### src/hdl/slpq_pkg.sv
package slpq_pkg;

  localparam int PitchW  = 7;
  localparam int MaskW   = 12;
  localparam int ModeW   = 2;
  localparam int ClassW  = 4;
  localparam int CfgIdxW = 1;

  localparam logic [PitchW-1:0] PitchMax   = PitchW'(127);
  localparam logic [ClassW-1:0] ClassLast  = ClassW'(11);
  localparam logic [MaskW-1:0]  MaskReset  = MaskW'(12'hFFF);

  typedef enum logic [ModeW-1:0] {
    MODE_OFF     = 2'd0,
    MODE_NEAREST = 2'd1,
    MODE_UP      = 2'd2,
    MODE_DOWN    = 2'd3
  } mode_t;

  typedef enum logic [CfgIdxW-1:0] {
    REG_SCALE_MASK = 1'b0,
    REG_LOCK_MODE  = 1'b1
  } reg_idx_t;

  typedef enum logic [2:0] {
    ST_IDLE = 3'b001,
    ST_SCAN = 3'b010,
    ST_DONE = 3'b100
  } state_t;

endpackage

### src/hdl/scale_lock_pitch_quantizer_unit.sv
// Off mode: the result is presented in the cycle after the input transfer.
// Locking modes: candidate pitches 0..127 are scanned in turn through a
// single subtract/compare unit, then the result is presented.
// A new note is taken only in idle, after the previous result is accepted.
// Reset: synchronous, active high; scale_mask returns to all classes set,
// lock_mode to off, and the block is idle with no result pending.
module scale_lock_pitch_quantizer_unit (
  input  logic                            clk,
  input  logic                            rst,
  input  logic                            cfg_write,
  input  logic [slpq_pkg::CfgIdxW-1:0]    cfg_index,
  input  logic [slpq_pkg::MaskW-1:0]      cfg_data,
  input  logic                            in_valid,
  output logic                            in_stall,
  input  logic [slpq_pkg::PitchW-1:0]     note_pitch,
  output logic                            out_valid,
  input  logic                            out_stall,
  output logic [slpq_pkg::PitchW-1:0]     locked_pitch,
  output logic                            no_candidate
);
  import slpq_pkg::*;

  logic [MaskW-1:0]  scale_mask;
  mode_t             lock_mode;
  state_t            state;
  logic [PitchW-1:0] pitch;
  logic [PitchW-1:0] cand;
  logic [ClassW-1:0] cls;
  logic [PitchW-1:0] best;
  logic [PitchW-1:0] best_dist;
  logic              found;

  logic              cand_in_scale;
  logic              cand_ge;
  logic [PitchW-1:0] delta;
  logic              dir_ok;
  logic              take;
  logic              found_next;
  logic [PitchW-1:0] best_next;

  assign in_stall  = (state != ST_IDLE);
  assign out_valid = (state == ST_DONE);

  always_ff @(posedge clk) begin
    if (rst) begin
      scale_mask <= MaskReset;
      lock_mode  <= MODE_OFF;
    end else if (cfg_write) begin
      case (reg_idx_t'(cfg_index))
        REG_SCALE_MASK: scale_mask <= cfg_data;
        REG_LOCK_MODE:  lock_mode  <= mode_t'(cfg_data[ModeW-1:0]);
        default: ;
      endcase
    end
  end

  always_comb begin
    cand_in_scale = scale_mask[cls];
    cand_ge       = (cand >= pitch);
    delta         = cand_ge ? (cand - pitch) : (pitch - cand);
    case (lock_mode)
      MODE_UP:   dir_ok = cand_ge;
      MODE_DOWN: dir_ok = (cand <= pitch);
      default:   dir_ok = 1'b1;
    endcase
    take = cand_in_scale && dir_ok &&
           (!found || (delta < best_dist) ||
            ((lock_mode == MODE_NEAREST) && (delta == best_dist)));
    found_next = found || take;
    best_next  = take ? cand : best;
  end

  always_ff @(posedge clk) begin
    if (rst) begin
      state <= ST_IDLE;
    end else begin
      case (state)
        ST_IDLE: begin
          if (in_valid) begin
            state <= (lock_mode == MODE_OFF) ? ST_DONE : ST_SCAN;
          end
        end
        ST_SCAN: begin
          if (cand == PitchMax) begin
            state <= ST_DONE;
          end
        end
        ST_DONE: begin
          if (!out_stall) begin
            state <= ST_IDLE;
          end
        end
        default: state <= ST_IDLE;
      endcase
    end
  end

  always_ff @(posedge clk) begin
    case (state)
      ST_IDLE: begin
        pitch        <= note_pitch;
        cand         <= '0;
        cls          <= '0;
        found        <= 1'b0;
        best         <= '0;
        best_dist    <= '0;
        locked_pitch <= note_pitch;
        no_candidate <= 1'b0;
      end
      ST_SCAN: begin
        cand  <= cand + PitchW'(1);
        cls   <= (cls == ClassLast) ? '0 : cls + ClassW'(1);
        found <= found_next;
        best  <= best_next;
        if (take) begin
          best_dist <= delta;
        end
        if (cand == PitchMax) begin
          locked_pitch <= found_next ? best_next : pitch;
          no_candidate <= !found_next;
        end
      end
      default: ;
    endcase
  end

  a_off_bypass: assert property (@(posedge clk) disable iff (rst)
    (in_valid && !in_stall && lock_mode == MODE_OFF) |=> out_valid)
    else $error("off mode result not presented next cycle");

  a_flag_returns_input: assert property (@(posedge clk) disable iff (rst)
    (out_valid && no_candidate) |-> (locked_pitch == pitch))
    else $error("flagged result differs from input pitch");

  a_up_dir: assert property (@(posedge clk) disable iff (rst)
    (out_valid && !no_candidate && lock_mode == MODE_UP) |-> (locked_pitch >= pitch))
    else $error("round up result below input");

  a_down_dir: assert property (@(posedge clk) disable iff (rst)
    (out_valid && !no_candidate && lock_mode == MODE_DOWN) |-> (locked_pitch <= pitch))
    else $error("round down result above input");

  a_result_in_scale: assert property (@(posedge clk) disable iff (rst)
    (out_valid && !no_candidate && lock_mode != MODE_OFF && locked_pitch != pitch)
      |-> found)
    else $error("moved pitch without a candidate");

endmodule

### config.mk
export PLATFORM = sky130hd
export DESIGN_NAME = scale_lock_pitch_quantizer_unit
export DESIGN_NICKNAME = d
export VERILOG_FILES = /design/src/hdl/slpq_pkg.sv /design/src/hdl/scale_lock_pitch_quantizer_unit.sv
export SDC_FILE = /design/constraint.sdc
export NUM_CORES = 1
export LEC_CHECK = 0
export ABC_AREA = 1
export BUFFER_PORTS_ARGS = -buffer_cell sky130_fd_sc_hd__buf_2
export CAP_MARGIN = 40
export CORE_UTILIZATION = 44
export DETAILED_ROUTE_END_ITERATION = 12
export HOLD_SLACK_MARGIN = 0.02
export PLACE_DENSITY_LB_ADDON = 0.25
export RECOVER_POWER = 25
export SYNTH_ARGS = -nofsm -noshare
export SYNTH_HDL_FRONTEND = slang
export SYNTH_SLANG_ARGS = --single-unit
### constraint.sdc
create_clock -name clk -period 3.43 [get_ports clk]
set_clock_uncertainty 0.15 [all_clocks]
set_input_delay 0.8575 -clock clk [delete_from_list [all_inputs] [get_ports clk]]
set_output_delay 0.8575 -clock clk [all_outputs]
set_load 0.005 [all_outputs]
* Yosys cells after proc, flatten, opt, wreduce, memory -nomap -nowiden
Cells that the tools add are included.
Word-level totals: register bits after elaboration 58, output and inout port bits 10
Cells by class: bitwise logic cells 1, mux-type cells 22, reduce and logical (&&, ||, !) cells 15, add/subtract/negate cells 4, $lt $le $gt $ge 4, equal/unequal tests 14
Operators with widths (number):
- one-hot mux 7 bit (2 select lines) | 4
- two-way mux 7 bit | 5
- subtractor 7 bit | 2
- two-way mux 3 bit | 4
- one-hot mux 3 bit (3 select lines) | 1
- inequality test 2 bit, second input constant | 4
- one-hot mux 4 bit (2 select lines) | 1
- AND reduction 2 bit | 4
- adder 7 x 1 -> 7 bit, second input constant | 1
- == test 7 bit | 1
- == test 7 bit, second input constant | 1
- greater-or-equal comparator 7 bit | 1
- less-or-equal comparator 7 bit | 1
- less-than comparator 7 bit | 1
- one-hot mux 1 bit (2 select lines) | 3
- less-than comparator 4 x 5 -> 1 bit, second input constant | 1
- adder 4 x 1 -> 4 bit, second input constant | 1
- binary-select mux 1 bit (select 4 bit) | 1
- == test 2 bit, second input constant | 2
- == test 4 bit, second input constant | 1
- two-way mux 4 bit | 1
- == test 3 x 1 -> 1 bit, second input constant | 1
- == test 3 x 2 -> 1 bit, second input constant | 1
- == test 3 bit, second input constant | 1
- 10 further kinds | 16

* Logic depth before layout (Yosys ltp)
word-level depth 10, gate-level depth with buffers 23, gate-level depth less buffers 23

* Worst setup path before layout
OpenSTA, ideal clock, no wires.
path type flip-flop to flip-flop, from reg cand[2], to reg best_dist[0] (enable), path buffers 1, slack -0.107 ns, arrival 3.020 ns, cell stages (with the launch flop) 20, required time 2.912 ns, cell sequence edfxtp_1 -> ha_1 -> buf_6 -> nand2_4 -> nor2_8 -> nand3_1 -> nand3_2 -> inv_2 -> or2_1 -> inv_1 -> a21oi_1 -> ha_1 -> nand2_1 -> nor3_1 -> nand2_1 -> nand2_1 -> inv_1 -> nand2_1 -> nand3_4 -> o21ai_1
Between the ends: cells in the longest elaborated chain, start to end 8, elaborated cells between the ends (all ways) 15
RTL lines:
- from (decl) | RTL line scale_lock_pitch_quantizer_unit.sv:27 | logic [PitchW-1:0] cand;
- from (signal assigned) | RTL line scale_lock_pitch_quantizer_unit.sv:111 | cand <= cand + PitchW'(1);
- greater-or-equal comparator 7 bit (*) | RTL line scale_lock_pitch_quantizer_unit.sv:59 | cand_ge = (cand >= pitch);
- two-way mux 7 bit (*) | RTL line scale_lock_pitch_quantizer_unit.sv:60 | delta = cand_ge ? (cand - pitch) : (pitch - cand);
- named net delta[1] | RTL line scale_lock_pitch_quantizer_unit.sv:35 | logic [PitchW-1:0] delta;
- less-than comparator 7 bit or == test 7 bit (tied branches) | RTL line scale_lock_pitch_quantizer_unit.sv:67, scale_lock_pitch_quantizer_unit.sv:68
- logical OR 1 bit or logical AND 1 bit (tied branches) | RTL line scale_lock_pitch_quantizer_unit.sv:67, scale_lock_pitch_quantizer_unit.sv:68
- logical OR 1 bit (*) | RTL line scale_lock_pitch_quantizer_unit.sv:67 | (!found || (delta < best_dist) ||
- logical AND 1 bit (*) | RTL line scale_lock_pitch_quantizer_unit.sv:66 | take = cand_in_scale && dir_ok &&
- inequality test 2 bit (no line) (*)
- AND reduction 2 bit (no line) (*)
- to (signal assigned) | RTL line scale_lock_pitch_quantizer_unit.sv:116 | best_dist <= delta;
- to (decl) | RTL line scale_lock_pitch_quantizer_unit.sv:30 | logic [PitchW-1:0] best_dist;
The timed path passes the listed nets; every way through them passes the cells marked *. A chain may end at the register's enable or synchronous reset.

* Worst setup path in the final report
from reg cand[0], to reg best_dist[0] (enable)
Between the ends: cells in the longest elaborated chain, start to end 8, elaborated cells between the ends (all ways) 15
RTL lines (RTL line):
- subtractor 7 bit or greater-or-equal comparator 7 bit (tied branches) | scale_lock_pitch_quantizer_unit.sv:60, scale_lock_pitch_quantizer_unit.sv:59
- two-way mux 7 bit (*) | scale_lock_pitch_quantizer_unit.sv:60
- named net delta[4] | scale_lock_pitch_quantizer_unit.sv:35
- less-than comparator 7 bit or == test 7 bit (tied branches) | scale_lock_pitch_quantizer_unit.sv:67, scale_lock_pitch_quantizer_unit.sv:68
- logical OR 1 bit or logical AND 1 bit (tied branches) | scale_lock_pitch_quantizer_unit.sv:67, scale_lock_pitch_quantizer_unit.sv:68
- logical OR 1 bit (*) | scale_lock_pitch_quantizer_unit.sv:67
- logical AND 1 bit (*) | scale_lock_pitch_quantizer_unit.sv:66
- inequality test 2 bit (no line) (*)
- AND reduction 2 bit (no line) (*)
Marks and branches as above.

==> flow_summary.json <==
{
  "p_per_area_nw_per_um2": 953.0,
  "syn-num-nets": 482,
  "p_leak_nw": 2.110,
  "netlist_instances": 432,
  "final_common_cell": "nand2_1",
  "htreeDepth": 3,
  "syn2layout_area_growth_pct": 25.03,
  "hold_viol": 0,
  "detail-route-antenna-nets": 0,
  "yosysUniqueCellTypes": 44,
  "hold_class": "reg -> reg",
  "finalMaxSlewViolations": 0,
  "gp_congestion": 0.8512,
  "antenna_found_initial": 0,
  "worst_pin_slew_ps": 811.3,
  "period_minus_slack_ps": 3339,
  "final_cell_mix": "nand2_1 (107), inv_1 (57), edfxtp_1 (41)",
  "syn_area_sq_um": 3650,
  "grt_usage_pct": 20.38,
  "status": "finished clean",
  "antenna_cells": 0,
  "grt_remaining_overflow": 0,
  "peakVddDrop_uv": 467.9,
  "numClockSinks": 58,
  "routed_wl_mm": 8.535,
  "wire_per_inst_microns": 13.97,
  "die_area_sq_um": 8663,
  "fin_tns_setup_ps": 0,
  "max_stage_delay_ps": 440,
  "nets": 554,
  "critPathArrivalTime_ps": 3240,
  "synth-edff-count": 41,
  "timing.rr.end": "best_dist[0]",
  "drv_cap": 0,
  "worstHoldPathCells": 2,
  "vias": 3095,
  "cts_hold_buffers": 0,
  "yosysTopAreaCell": "edfxtp_1",
  "timing.slew.headroom_pct": 45.78,
  "dp_hpwl_mm": 6.181,
  "num-fill-cells": 710,
  "root_buffer": "clkbuf_8",
  "chipWidth_microns": 93.08,
  "worstSetupPathType": "reg -> reg",
  "drcViolationCount": 0,
  "yosysTopAreaCellShare_pct": 33.73,
  "viasPerCell": 5.065,
  "drtIter0Drc": 186,
  "grt_pass1_vias": 2882,
  "die_y_microns": 93.08,
  "clk_pin_slew_worst_paths_ps": 60,
  "grt_max_degree": 30,
  "core.rowCount": 32,
  "worstPathMaxFanout": 8,
  "start_kind": "register",
  "core_region_area_sq_um": 7888,
  "fmax_mhz": 299.5,
  "cp-end-kind": "register",
  "r2r_slack_ps": 90,
  "r2r_start": "cand[0]",
  "start_util_pct": 46.27,
  "drive_above_1_share_pct": 27.70,
  "synth_area_leaders": "edfxtp_1 (34%), nand2_1 (12%), dfxtp_1 (9.3%), ha_1 (7.9%), inv_1 (6.8%)",
  "cts_tree": "built",
  "synth_seq_area_share_pct": 43.06,
  "min_from": "scale_mask[0]",
  "drt_first_pass_iters": 4,
  "yosys_register_bits": 58,
  "slowest_stage": "edfxtp_1",
  "crit_chain": "inv_2, ha_4, inv_2, fa_2, nand3_2, nand2_2, xor2_1, nand2_1, inv_2, a21oi_2, ha_1, nand2_2, nor2_4, nand2_1, nand2_1, inv_1, nand2_2, nand3_4, o21ai_2, buf_6",
  "async_flop_share_pct": 0,
  "synth-main-ff-cell": "edfxtp_1",
  "fin_util_pct": 57.85,
  "synth_warnings": 0,
  "cp.required_ps": 3330,
  "port_buffers": 34,
  "cts_buffers": 9,
  "rr_worst_depth": 20,
  "cts.path.max_buffers": 2,
  "clk_latency_ps": 350,
  "setup_violations": 0,
  "syn_avg_cell_area_sq_um": 8.448,
  "period_share_pct": 97.35,
  "hold_path_end": "scale_mask[0]",
  "rsz0062_at_grt": "yes",
  "grt_pass1_wl_mm": 13.40,
  "top_level_ports": 35
}
## worst max path at each step
stage / start / to / slack [ps] / cells past startpoint
3_3_place_gp: pitch[0] / best_dist[3] / -20 / 19
3_5_place_dp: cand[0] / best_dist[3] / -100 / 19
2_1_floorplan: cand[2] / best_dist[0] / 40 / 19
6_report: cand[0] / best_dist[0] / 90 / 20
5_1_grt: cand[0] / best_dist[0] / -100 / 18
4_1_cts: cand[1] / best_dist[0] / 7 / 19
## critical path: cells and delay by family, from the launching register on
kind / cells / cell delay (ps)
xor gates and xnor gates: 1 / 150
AOI/OAI and AO/OA: 2 / 200
buffers and inverters: 5 / 430
adders and majority gates: 3 / 870
DFF: 1 / 440
and+or+nand+nor: 9 / 770
## metrics by stage
step	worst slack (ps)	power [mW]	hold slack [ps]	cell area, sq um	instances
finish	90.89	4.349	306.5	4563	611
global route	-96.18	4.702	340.6	4563	611
CTS	6.829	3.794	315.2	4277	599
detailed placement	-98.51	3.133	295.9	4053	580
global placement	-24.67	3.095	290.7	4053	580
floorplan	44.23	2.553	271.8	3654	432
## cell type report
type | instances | area [sq um] | area share, %
flip-flops and latches | 58 | 1572 | 34.44
inverters | 70 | 265.3 | 5.813
multi-input cells | 295 | 1978 | 43.35
well taps | 102 | 127.6 | 2.797
clock inverters | 6 | 57.56 | 1.261
clock buffers | 10 | 127.6 | 2.797
repair buffers | 70 | 435.4 | 9.542
## timing repair
item | in CTS | in global routing
pin swaps | 0 | 29
endpoints found under the setup margin | 16 | 21
gates resized for setup | 6 | 48
setup buffers | 3 | 12
cloned | 0 | 0
## layer usage
| metal | share of wire [%] | GRT usage (%) | vias up |
|---|---|---|---|
| li1 | - | - | 1572 |
| met1 | 45 | 26.95 | 1441 |
| met2 | 48 | 31.99 | 68 |
| met3 | 5.0 | 5.203 | 14 |
| met4 | 1.7 | 7.949 | 0 |
| met5 | 0 | 0 | - |
## flip-flops by register name, indices dropped and copies added (netlist names)
signal        count
state             3
found             1
scale_mask       12
cls               4
best              7
cand              7
locked_pitch      7
best_dist         7
no_candidate      1
lock_mode         2
pitch             7
## power breakdown
group	switching [mW]	internal, mW	leakage (nW)
Sequential	0.123	0.993	0.566
Clock	0.275	0.330	0.0974
Combinational	1.52	1.11	1.45
## synthesized netlist by cell type (2+ instances only)
| cell type | n |
|---|---|
| nand2_1 | 115 |
| inv_1 | 66 |
| edfxtp_1 | 41 |
| a21oi_1 | 29 |
| ha_1 | 23 |
| nor2_1 | 23 |
| nand3_1 | 22 |
| dfxtp_1 | 17 |
| nand4_1 | 16 |
| o21ai_0 | 14 |
| xor2_1 | 8 |
| clkbuf_1 | 6 |
| o211ai_1 | 6 |
| nor3_1 | 4 |
| buf_6 | 3 |
| a211oi_1 | 2 |
| a21oi_4 | 2 |
| fa_1 | 2 |
| inv_2 | 2 |
| nand2_2 | 2 |
| nand2_4 | 2 |
| nand3_2 | 2 |
| nand3_4 | 2 |
| nor2_8 | 2 |
| or2_1 | 2 |
## kinds of logic after synthesis
logic type,Yosys count,share of synthesized area [%]
DFF,58,43.06
AOI/OAI and AO/OA,60,10.22
buffers and inverters,79,8.810
xor gates and xnor gates,8,1.920
adders and majority gates,25,8.982
muxes,1,0.2743
and+or+nand+nor,201,26.74
No activity file was read; power rests on OpenSTA's default activity.
